**src/sv/rwl_pkg.sv**
```systemverilog
// ----------------------------------------------------------------------------
// rwl_pkg
// Shared types, codes and default sizes for the fair FIFO readers-writers
// lock arbiter.
// ----------------------------------------------------------------------------
`default_nettype none

package rwl_pkg;

  // Default sizes
  localparam int QUEUE_DEPTH = 16;
  localparam int REQUESTERS  = 64;
  localparam int MAX_RESULTS = 16;

  // Lock commands
  localparam logic [1:0] CMD_START_READ  = 2'd0;
  localparam logic [1:0] CMD_DONE_READ   = 2'd1;
  localparam logic [1:0] CMD_START_WRITE = 2'd2;
  localparam logic [1:0] CMD_DONE_WRITE  = 2'd3;

  // Result events
  localparam logic [2:0] EV_QUEUED   = 3'd0;
  localparam logic [2:0] EV_GRANTED  = 3'd1;
  localparam logic [2:0] EV_RELEASED = 3'd2;
  localparam logic [2:0] EV_FULL     = 3'd3;
  localparam logic [2:0] EV_BADREL   = 3'd4;

  // Lock modes
  localparam logic [1:0] MODE_IDLE  = 2'd0;
  localparam logic [1:0] MODE_READ  = 2'd1;
  localparam logic [1:0] MODE_WRITE = 2'd2;

  typedef struct packed {
    logic [1:0] cmd;
    logic [5:0] requester_id;
  } req_t;

  typedef struct packed {
    logic [2:0] event_res;
    logic [5:0] target_id;
    logic       is_write;
    logic [6:0] readers_active;
    logic       last;
  } rsp_t;

  // One waiting request in the queue
  typedef struct packed {
    logic       is_write;
    logic [5:0] id;
  } entry_t;

  // Queue control from the sequencer
  typedef struct packed {
    logic   push;
    logic   pop;
    entry_t wdata;
  } fifo_ctl_t;

  // Result offered by the sequencer to the output register
  typedef struct packed {
    logic valid;
    rsp_t data;
  } res_t;

endpackage

`default_nettype wire

```
**src/sv/rwl_wait_fifo.sv**
```systemverilog
// ----------------------------------------------------------------------------
// rwl_wait_fifo
// Circular queue of waiting requests with a registered head read.
// ----------------------------------------------------------------------------
`default_nettype none

module rwl_wait_fifo #(
  parameter int QUEUE_DEPTH = rwl_pkg::QUEUE_DEPTH,
  localparam int AW = (QUEUE_DEPTH > 1) ? $clog2(QUEUE_DEPTH) : 1,
  localparam int CW = $clog2(QUEUE_DEPTH + 1)
) (
  input  wire logic               clk,
  input  wire logic               rst,
  input  wire rwl_pkg::fifo_ctl_t ctl,
  output logic [CW-1:0]           count,
  output rwl_pkg::entry_t         head_entry
);

  rwl_pkg::entry_t mem [QUEUE_DEPTH];
  logic [AW-1:0]   head;
  logic [AW-1:0]   tail;

  // Storage: write at the tail, read the head every cycle
  always_ff @(posedge clk) begin
    if (ctl.push) begin
      mem[tail] <= ctl.wdata;
    end
    head_entry <= mem[head];
  end

  // Pointers wrap at the queue depth
  always_ff @(posedge clk) begin
    if (rst) begin
      head  <= '0;
      tail  <= '0;
      count <= '0;
    end else begin
      if (ctl.push) begin
        tail  <= (tail == AW'(QUEUE_DEPTH - 1)) ? '0 : tail + 1'b1;
        count <= count + 1'b1;
      end else if (ctl.pop) begin
        head  <= (head == AW'(QUEUE_DEPTH - 1)) ? '0 : head + 1'b1;
        count <= count - 1'b1;
      end
    end
  end

endmodule

`default_nettype wire

```
**src/sv/rwl_ctrl.sv**
```systemverilog
// ----------------------------------------------------------------------------
// rwl_ctrl
// Lock state and sequencer: evaluates one command, then admits queued
// requests one at a time, holding each result until the next is known.
// ----------------------------------------------------------------------------
`default_nettype none

module rwl_ctrl #(
  parameter int QUEUE_DEPTH = rwl_pkg::QUEUE_DEPTH,
  parameter int REQUESTERS  = rwl_pkg::REQUESTERS,
  localparam int CW  = $clog2(QUEUE_DEPTH + 1),
  localparam int RCW = $clog2(REQUESTERS + 1)
) (
  input  wire logic               clk,
  input  wire logic               rst,
  input  wire logic               req_take,
  input  wire rwl_pkg::req_t      req,
  input  wire logic [CW-1:0]      q_count,
  input  wire rwl_pkg::entry_t    head_entry,
  input  wire logic               slot_free,
  output logic                    busy,
  output rwl_pkg::fifo_ctl_t      fctl,
  output rwl_pkg::res_t           res
);

  localparam int NW = $clog2(rwl_pkg::MAX_RESULTS + 1);

  localparam logic [1:0] ST_IDLE  = 2'd0;
  localparam logic [1:0] ST_CMD   = 2'd1;
  localparam logic [1:0] ST_WAIT  = 2'd2;
  localparam logic [1:0] ST_ADMIT = 2'd3;

  logic [1:0]     state, state_next;
  logic [1:0]     mode, mode_next;
  logic [RCW-1:0] rc, rc_next;
  logic [NW-1:0]  n, n_next;
  rwl_pkg::req_t  cur, cur_next;
  rwl_pkg::rsp_t  pend, pend_next;

  logic q_full;
  logic q_empty;
  logic rc_max;
  logic grant_ok;

  assign q_full  = (q_count == CW'(QUEUE_DEPTH));
  assign q_empty = (q_count == '0);
  assign rc_max  = (rc == RCW'(REQUESTERS));
  assign busy    = (state != ST_IDLE);

  // Can the queue head be admitted now?
  always_comb begin
    grant_ok = 1'b0;
    if (n != NW'(rwl_pkg::MAX_RESULTS) && !q_empty) begin
      if (head_entry.is_write) begin
        grant_ok = (mode == rwl_pkg::MODE_IDLE);
      end else begin
        grant_ok = (mode != rwl_pkg::MODE_WRITE) && !rc_max;
      end
    end
  end

  always_comb begin
    state_next = state;
    mode_next  = mode;
    rc_next    = rc;
    n_next     = n;
    cur_next   = cur;
    pend_next  = pend;
    fctl       = '0;
    res        = '0;
    res.data   = pend;

    unique case (state)
      ST_IDLE: begin
        if (req_take) begin
          cur_next   = req;
          state_next = ST_CMD;
        end
      end

      ST_CMD: begin
        pend_next.target_id = cur.requester_id;
        pend_next.last      = 1'b0;
        unique case (cur.cmd)
          rwl_pkg::CMD_START_READ: begin
            pend_next.is_write = 1'b0;
            if (mode == rwl_pkg::MODE_WRITE || !q_empty || rc_max) begin
              pend_next.event_res = q_full ? rwl_pkg::EV_FULL : rwl_pkg::EV_QUEUED;
              fctl.push           = !q_full;
            end else begin
              rc_next             = rc + 1'b1;
              mode_next           = rwl_pkg::MODE_READ;
              pend_next.event_res = rwl_pkg::EV_GRANTED;
            end
          end
          rwl_pkg::CMD_DONE_READ: begin
            pend_next.is_write = 1'b0;
            if (mode != rwl_pkg::MODE_READ || rc == '0) begin
              pend_next.event_res = rwl_pkg::EV_BADREL;
            end else begin
              rc_next = rc - 1'b1;
              if (rc == RCW'(1)) begin
                mode_next = rwl_pkg::MODE_IDLE;
              end
              pend_next.event_res = rwl_pkg::EV_RELEASED;
            end
          end
          rwl_pkg::CMD_START_WRITE: begin
            pend_next.is_write = 1'b1;
            if (mode != rwl_pkg::MODE_IDLE || !q_empty) begin
              pend_next.event_res = q_full ? rwl_pkg::EV_FULL : rwl_pkg::EV_QUEUED;
              fctl.push           = !q_full;
            end else begin
              mode_next           = rwl_pkg::MODE_WRITE;
              pend_next.event_res = rwl_pkg::EV_GRANTED;
            end
          end
          rwl_pkg::CMD_DONE_WRITE: begin
            pend_next.is_write = 1'b1;
            if (mode != rwl_pkg::MODE_WRITE) begin
              pend_next.event_res = rwl_pkg::EV_BADREL;
            end else begin
              mode_next           = rwl_pkg::MODE_IDLE;
              pend_next.event_res = rwl_pkg::EV_RELEASED;
            end
          end
          default: begin
          end
        endcase
        pend_next.readers_active = 7'(rc_next);
        fctl.wdata.is_write      = pend_next.is_write;
        fctl.wdata.id            = cur.requester_id;
        n_next                   = NW'(1);
        state_next               = ST_WAIT;
      end

      // Let the head read settle after a push or pop
      ST_WAIT: begin
        state_next = ST_ADMIT;
      end

      ST_ADMIT: begin
        if (slot_free) begin
          res.valid = 1'b1;
          if (grant_ok) begin
            res.data.last       = 1'b0;
            fctl.pop            = 1'b1;
            pend_next.event_res = rwl_pkg::EV_GRANTED;
            pend_next.target_id = head_entry.id;
            pend_next.is_write  = head_entry.is_write;
            pend_next.last      = 1'b0;
            if (head_entry.is_write) begin
              mode_next = rwl_pkg::MODE_WRITE;
            end else begin
              mode_next = rwl_pkg::MODE_READ;
              rc_next   = rc + 1'b1;
            end
            pend_next.readers_active = 7'(rc_next);
            n_next     = n + 1'b1;
            state_next = ST_WAIT;
          end else begin
            res.data.last = 1'b1;
            state_next    = ST_IDLE;
          end
        end
      end

      default: begin
        state_next = ST_IDLE;
      end
    endcase
  end

  always_ff @(posedge clk) begin
    if (rst) begin
      state <= ST_IDLE;
      mode  <= rwl_pkg::MODE_IDLE;
      rc    <= '0;
      n     <= '0;
    end else begin
      state <= state_next;
      mode  <= mode_next;
      rc    <= rc_next;
      n     <= n_next;
    end
  end

  always_ff @(posedge clk) begin
    cur  <= cur_next;
    pend <= pend_next;
  end

endmodule

`default_nettype wire

```
**src/sv/fifo_fair_rw_lock_arbiter_top.sv**
```systemverilog
// ----------------------------------------------------------------------------
// fifo_fair_rw_lock_arbiter_top
// Fair FIFO readers-writers lock arbiter with a request queue.
// ----------------------------------------------------------------------------
// Each accepted request carries one lock command (start read, done read,
// start write, done write) and a requester id. The block answers with one
// result for the command itself, then one grant result for each queued
// request that the new lock state admits, in queue order; the final result
// of a request has last set. Readers share the lock, writers own it alone,
// and nobody overtakes a waiting request. A request that must wait while the
// queue is full, or a release that does not match the lock mode, gives an
// error result and leaves the state alone. One request is worked on at a
// time: a request with a single result goes through accept, evaluate, head
// read and close, and each admitted grant adds another head read and admit
// step, due to the registered read port of the wait queue, which must settle
// after every push or pop before the head can be judged. At most MAX_RESULTS
// results come from one request; readers still waiting past that point are
// admitted after a later request. The last result sits in an output register
// so the next request can be accepted while it waits to be taken.
// ----------------------------------------------------------------------------
`default_nettype none

module fifo_fair_rw_lock_arbiter_top #(
  parameter int QUEUE_DEPTH = rwl_pkg::QUEUE_DEPTH,
  parameter int REQUESTERS  = rwl_pkg::REQUESTERS
) (
  input  wire logic          clk,
  input  wire logic          rst,
  input  wire logic          req_valid,
  output logic               req_stall,
  input  wire rwl_pkg::req_t req,
  output logic               rsp_valid,
  input  wire logic          rsp_stall,
  output rwl_pkg::rsp_t      rsp
);

  localparam int CW = $clog2(QUEUE_DEPTH + 1);

  logic               busy;
  logic               req_take;
  logic               slot_free;
  logic [CW-1:0]      q_count;
  rwl_pkg::entry_t    head_entry;
  rwl_pkg::fifo_ctl_t fctl;
  rwl_pkg::res_t      res;

  // Take a new request only while the sequencer is idle
  assign req_stall = busy;
  assign req_take  = req_valid && !busy;

  // Output slot is free when empty or being drained this cycle
  assign slot_free = !rsp_valid || !rsp_stall;

  rwl_ctrl #(
    .QUEUE_DEPTH (QUEUE_DEPTH),
    .REQUESTERS  (REQUESTERS)
  ) u_ctrl (
    .clk        (clk),
    .rst        (rst),
    .req_take   (req_take),
    .req        (req),
    .q_count    (q_count),
    .head_entry (head_entry),
    .slot_free  (slot_free),
    .busy       (busy),
    .fctl       (fctl),
    .res        (res)
  );

  rwl_wait_fifo #(
    .QUEUE_DEPTH (QUEUE_DEPTH)
  ) u_fifo (
    .clk        (clk),
    .rst        (rst),
    .ctl        (fctl),
    .count      (q_count),
    .head_entry (head_entry)
  );

  // Output register: load a result whenever the slot is free, hold on stall
  always_ff @(posedge clk) begin
    if (rst) begin
      rsp_valid <= 1'b0;
    end else if (slot_free) begin
      rsp_valid <= res.valid;
    end
  end

  always_ff @(posedge clk) begin
    if (slot_free && res.valid) begin
      rsp <= res.data;
    end
  end

endmodule

`default_nettype wire

```
**config.mk**
```make
export PLATFORM = sky130hd
export DESIGN_NAME = fifo_fair_rw_lock_arbiter_top
export DESIGN_NICKNAME = d
export VERILOG_FILES = /design/src/sv/rwl_pkg.sv /design/src/sv/rwl_wait_fifo.sv /design/src/sv/rwl_ctrl.sv /design/src/sv/fifo_fair_rw_lock_arbiter_top.sv
export SDC_FILE = /design/constraint.sdc
export NUM_CORES = 1
export LEC_CHECK = 0
export ABC_AREA = 1
export CORE_MARGIN = 5
export CORE_UTILIZATION = 40
export DETAILED_ROUTE_END_ITERATION = 6
export DONT_BUFFER_PORTS = 1
export MAX_ROUTING_LAYER = met4
export PLACE_DENSITY_LB_ADDON = 0.1
export SYNTH_ARGS = -nofsm -noshare
export SYNTH_HDL_FRONTEND = slang
export SYNTH_SLANG_ARGS = --single-unit
```
**constraint.sdc**
```tcl
create_clock -name clk -period 7.56 [get_ports clk]
set_clock_uncertainty 0.2 [all_clocks]
set_input_delay 0.378 -clock clk [delete_from_list [all_inputs] [get_ports clk]]
set_output_delay 0.378 -clock clk [all_outputs]
set_load 0.03 [all_outputs]
```
* Word level (Yosys, flattened, before mapping)
Memories as Yosys holds them, arrays and structs flattened. A register that Yosys moved wholly into a read port is not among the register bits.
Cells that the tools add are included.
W data, S select, Z words.
** Storage, ports and cells
- Memories kept :: 1
- ROM bits :: 0
- Bits in latches :: 0
- Bits in writable memories :: 112
- Input port bits :: 12
- Output and inout port bits :: 20
- Register bits after elaboration :: 74
** Operators by class
- Magnitude comparators :: 0
- Mux-type cells :: 55
- Reduce and logical (&&, ||, !) cells :: 31
- Shifts and indexed selects :: 0
- Divide/modulo/power cells :: 0
- Equality and inequality tests :: 23
- Multipliers :: 0
- $add $sub $neg :: 7
- Bitwise operators :: 1
** Memory list
- u_fifo.mem :: words 16, width 7, read ports 1, clocked after Yosys merged registers in 1, write ports 1, line rwl_wait_fifo.sv:19 : rwl_pkg::entry_t mem [QUEUE_DEPTH];
** Operators with widths (count)
- $mux W7 :: 6
- $mux W18 :: 2
- $pmux W18 S2 :: 1
- $pmux W7 S2 :: 2
- $mux W2 :: 12
- $mux W5 :: 4
- $pmux W2 S4 :: 2
- $mux W1 :: 15
- $mux W3 :: 4
- $ne A3 B3 Y1 const B :: 4
- $pmux W3 S4 :: 1
- $add A5 B1 Y5 const B :: 2
- $eq A2 B2 Y1 const B :: 5
- $pmux W5 S2 :: 1
- $add A4 B1 Y4 const B :: 2
- $eq A4 B4 Y1 const B :: 2
- $mux W4 :: 2
- $reduce_and A8 Y1 :: 1
- $reduce_bool A2 Y1 :: 4
- $add A7 B1 Y7 const B :: 1
- $eq A7 B1 Y1 const B :: 1
- $eq A7 B7 Y1 const B :: 1
- $logic_not A7 Y1 :: 1
- $sub A7 B1 Y7 const B :: 1
- other kinds (18) :: 40

* Logic depth before layout (Yosys ltp)
- Word-level depth :: 10
- Depth in mapped cells :: 16

* Cells and area by module
Synthesis repeated with hierarchy kept, for this count alone.
** Unflattened totals
- Cells, all modules :: 952
- Area, all modules :: 8879.8 sq um
** Modules (own cells, without submodules)
- rwl_wait_fifo :: cells each 609, sequential area each 3763.6 sq um, instances 1, area an instance 5819.3 sq um
- rwl_ctrl :: cells each 318, sequential area each 1071.0 sq um, instances 1, area an instance 2468.6 sq um
- fifo_fair_rw_lock_arbiter_top :: cells each 25, sequential area each 560.5 sq um, instances 1, area an instance 591.8 sq um

* Worst setup path before layout
Ideal clock, no wire load.
- Path kind :: flip-flop to flip-flop
- Start :: reg u_ctrl.rc[0]
- End :: reg u_fifo.count[4]
- Data arrival time :: 2.344 ns
- Buffers on the path :: 1
- Period minus slack after synthesis :: 2.659 ns
- Cell stages (with the launch flop) :: 17
- Slack :: 4.901 ns
- Setup time :: 0.115 ns
- Cell sequence :: dfxtp_1 > buf_2 > clkinv_1 > ha_1 > nand2_4 > nor2_4 > nor2_1 > nand2_1 > nand2_4 > ha_1 > a21o_1 > a31oi_1 > inv_1 > nand2_1 > nand3_1 > nand2_1 > nor2_1
** Between the ends
- Longest elaborated chain between the ends :: 9
** RTL lines
- start, declared :: line rwl_ctrl.sv:35 : logic [RCW-1:0] rc, rc_next;
- start signal, assigned :: line rwl_ctrl.sv:183 : rc <= rc_next;
- $eq A7 B7 Y1 (*) :: line rwl_ctrl.sv:47 : assign rc_max = (rc == RCW'(REQUESTERS));
- $logic_not A1 Y1 :: line rwl_ctrl.sv:57 : grant_ok = (mode != rwl_pkg::MODE_WRITE) && !rc_max;
- $logic_and A1 B1 Y1 :: line rwl_ctrl.sv:57
- $mux W1 :: line rwl_ctrl.sv:54 : if (head_entry.is_write) begin
- $mux W1 :: line rwl_ctrl.sv:53 : if (n != NW'(rwl_pkg::MAX_RESULTS) && !q_empty) begin
- $mux W1 :: line rwl_ctrl.sv:145 : if (grant_ok) begin
- $mux W1 :: line rwl_ctrl.sv:143 : if (slot_free) begin
- $mux W1 :: line rwl_ctrl.sv:73 : unique case (state)
- $reduce_bool A2 Y1 (no source line)
- end signal, assigned :: line rwl_wait_fifo.sv:40 : count <= count + 1'b1;
- end signal, assigned :: line rwl_wait_fifo.sv:43 : count <= count - 1'b1;
- end, declared :: line rwl_wait_fifo.sv:15 : output logic [CW-1:0] count,
Mark *: on every way between the ends. The rest lies on a longest branch, timed or not.
A chain may end at the register's enable or synchronous reset.

* Final worst setup path
Same ends and word-level chain as after synthesis.

==> results.yml <==
worst_setup_path:
  crit_required_ps: 7680
  cp_slowest_cell: "dfxtp_1"
  r2r_start: "u_ctrl.rc[0]"
  path_class: "reg2reg"
  cp_cell_sequence: "clkinv_1 > ha_1 > nand2_4 > nor2_4 > nor2_1 > nand2_1 > nand2_4 > ha_1 > a21o_1 > a31oi_1 > nand2_1 > a21oi_1 > nor2_1"
  arrival_ps: 3270
  startpoint: "u_ctrl.rc[0]"
  crit_fanout: 13
  cp_slowest_stage_delay_ps: 550
  crit_family: "simple AND/OR/NAND/NOR gates"
  start_kind: "flop"
  crit_buf_inv: 1
  cp-end-kind: "flop"
timing:
  fin_crit_sh: 0.417
  fin_crit_ps: 3150
  max_freq_mhz: 317
  grt_setup_unrepaired: "no"
  worst_slew_pin_slew_ps: 1330
  final_max_slew_viol_count: 0
  fin_ws_ps: 4410
  fin_tns_setup_ps: 0
  relSlewSlack: 0.113
  setup_viol_count_final: 0
  hold_violations: 0
power:
  intPower_mw: 1.71
  peakVddDrop_mv: 0.147
  pwr-share-seq: 0.507
  pwr-share-clk: 0.385
  p_per_area_nw_per_um2: 255
  p_leak_nw: 3.37
  netSwitchingFraction: 0.282
  power_frac_comb: 0.108
  p_switching_uw: 672
synthesis:
  synth_edf_count: 155
  avgSynthCellArea_um2: 10.7
  syn_inst: 784
  yosys_warnings: 0
  async_flop_share: 0
  synth_area_um2: 8400
  yosysSeqAreaShare: 0.642
  yosysUniqueCellTypes: 41
  synthesis.nets: 810
  ys_ff_latch: 192
  synth_ff_type: "edfxtp_1"
clock_tree:
  path_clk_slew_ps: 80
  clock_latency_ps: 430
  cts_tree: "done"
  cts_inserted_buffers: 17
  clockRootBuffer: "clkbuf_16"
  cts.path.max_buffers: 2
  clock_sinks: 192
  h-tree-depth: 4
die:
  dieHeight_um: 155
  die_area_um2: 24000
  die_w_um: 155
  rows: 53
  initial_utilization: 0.404
  io_pins: 32
  core_um2: 20800
detailed_routing:
  drtIter0Drc: 381
  drt-wirelength-per-cell_um: 18.6
  vias: 5703
  routed_wl_um: 20000
  viasPerCell: 5.30
  firstDrtPassIters: 5
  postRouteAntennaNets: 0
  drc: 0
grt:
  grt_pass1_wl_um: 31700
  grtUsageTotal: 0.176
  grt_antenna_before_repair: 0
  grt_pass1_vias: 5619
  overflow: 0
  grt_max_degree: 60
placed_design:
  hpwl_um: 13100
  portBuffers: 0
  gp_congestion: 0.834
  place_ws_ps: 4430
final_layout:
  syn_to_final_growth_pct: 11.4
  diodes: 0
  nets: 814
  drive_gt1_frac: 0.0787
worst_hold_path:
  hold_start: "rsp_stall"
  min_path_type: "in2reg"
job:
  max_cap_violations: 0
outcome:
  status: "finished clean"
-- tightest hold or removal path, stage by stage --
cell	delay, ps
nand2_1	100
nor2_1	70
a21oi_1	120
nor2_1	50
-- area by class of cell --
| type | count | area (um^2) |
|---|---|---|
| Timing Repair Buffer | 16 | 148 |
| Clock buffer | 17 | 425 |
| Fill cell | 1964 | 11500 |
| Inverter | 66 | 248 |
| Tap cell | 275 | 344 |
| Clock inverter | 15 | 195 |
| Multi-Input combinational cell | 495 | 2600 |
| Sequential cell | 192 | 5400 |
-- per-stage QoR --
step	power (mW)	cells	hold slack, ps	area (um^2)	utilization
after global routing	2.49	1076	143	9360	0.450
after detailed placement	1.48	1033	206	8630	0.414
after global placement	1.48	1033	204	8630	0.414
after floorplan	1.41	784	200	8400	-
final	2.38	1076	121	9360	0.450
after CTS	2.40	1076	99.6	9360	0.450
-- layer usage --
layer / GRT usage / up-vias / routed length (um)
met4: 0.0437 / 0 / 257
met5: - / - / 0
met1: 0.245 / 2787 / 9750
li1: - / 2748 / -
met2: 0.267 / 147 / 9160
met3: 0.0342 / 21 / 872
-- cells in the final DEF (no fill, tap or decap), types with 3 or more instances in the layout --
cell type,instances
xor2_1,6
nor2_2,6
nand2_2,4
clkinv_8,5
clkbuf_16,17
o211ai_1,5
buf_4,5
inv_12,3
a21oi_1,26
clkinv_1,4
nor2_1,135
nor3_1,5
dfxtp_1,36
edfxtp_1,155
o22ai_1,3
o21ai_0,46
nand3_1,60
inv_8,3
o221ai_1,10
nand3_2,3
nand2_4,4
ha_1,13
inv_2,3
inv_1,59
o32ai_1,18
nand4_1,8
dlygate4sd3_1,11
mux2i_1,10
nand2_1,116
xnor2_1,3
-- state kept, by name, summed over array words and instances (netlist names), 2 cells and up --
signal             count
u_fifo.head_entry      7
u_ctrl.rc              7
u_ctrl.res            17
u_ctrl.cur             8
u_fifo.head            4
u_fifo.tail            4
u_ctrl.state           2
u_fifo.mem           112
u_ctrl.mode            2
u_ctrl.n               5
u_fifo.count           5
rsp                   18
-- power groups by stage --
stage	clock, mW	combinational [mW]	sequential, mW
6_report	0.918	0.257	1.21
5_1_grt	0.988	0.289	1.21
4_1_cts	0.934	0.255	1.21
3_5_place_dp	0	0.247	1.23
3_3_place_gp	0	0.246	1.23
2_1_floorplan	0	0.195	1.22
-- cells in the mapped netlist (all sizes together) (3+ instances only) --
master  number  share of area
o32ai       18          0.019
dfxtp       37          0.088
nand4        8         0.0060
xor2         6         0.0063
inv         63          0.028
nor2       143          0.068
o221ai      10          0.010
xnor2        3         0.0031
o21ai       49          0.031
mux2i       10          0.012
a21oi       26          0.015
ha          13          0.019
edfxtp     155           0.55
nand2      124          0.060
buf         19          0.013
clkbuf      12         0.0054
o211ai       5         0.0045
o22ai        3         0.0022
clkinv       3         0.0013
nor3         5         0.0030
nand3       63          0.039
-- final timing paths --
path | endpoint | slack, ps | depth (start not counted)
max reg2reg | u_fifo.count[4] | 4410 | 13
max | u_fifo.count[4] | 4410 | 13
min | u_ctrl.state[1] | 120 | 4
min reg2reg | rsp[12] | 220 | 0
-- cell families after synthesis --
kind of cell             after synthesis  synth area share
AO/OA/AOI/OAI                        118            0.0890
XOR/XNOR                               9           0.00938
adder cells (fa/ha/maj)               14            0.0217
buffers and inverters                 97            0.0481
flip-flops                           192             0.642
multiplexers                          10            0.0119
AND/OR/NAND/NOR                      344             0.178
-- timing repair --
item | in CTS | in global routing
hold endpoints to repair | 25 | 0
gates resized for setup | 0 | 0
hold buffers | 11 | 0
buffers inserted | 0 | 0
setup endpoints to repair | 0 | 0
No activity file was read; power rests on OpenSTA's default activity.
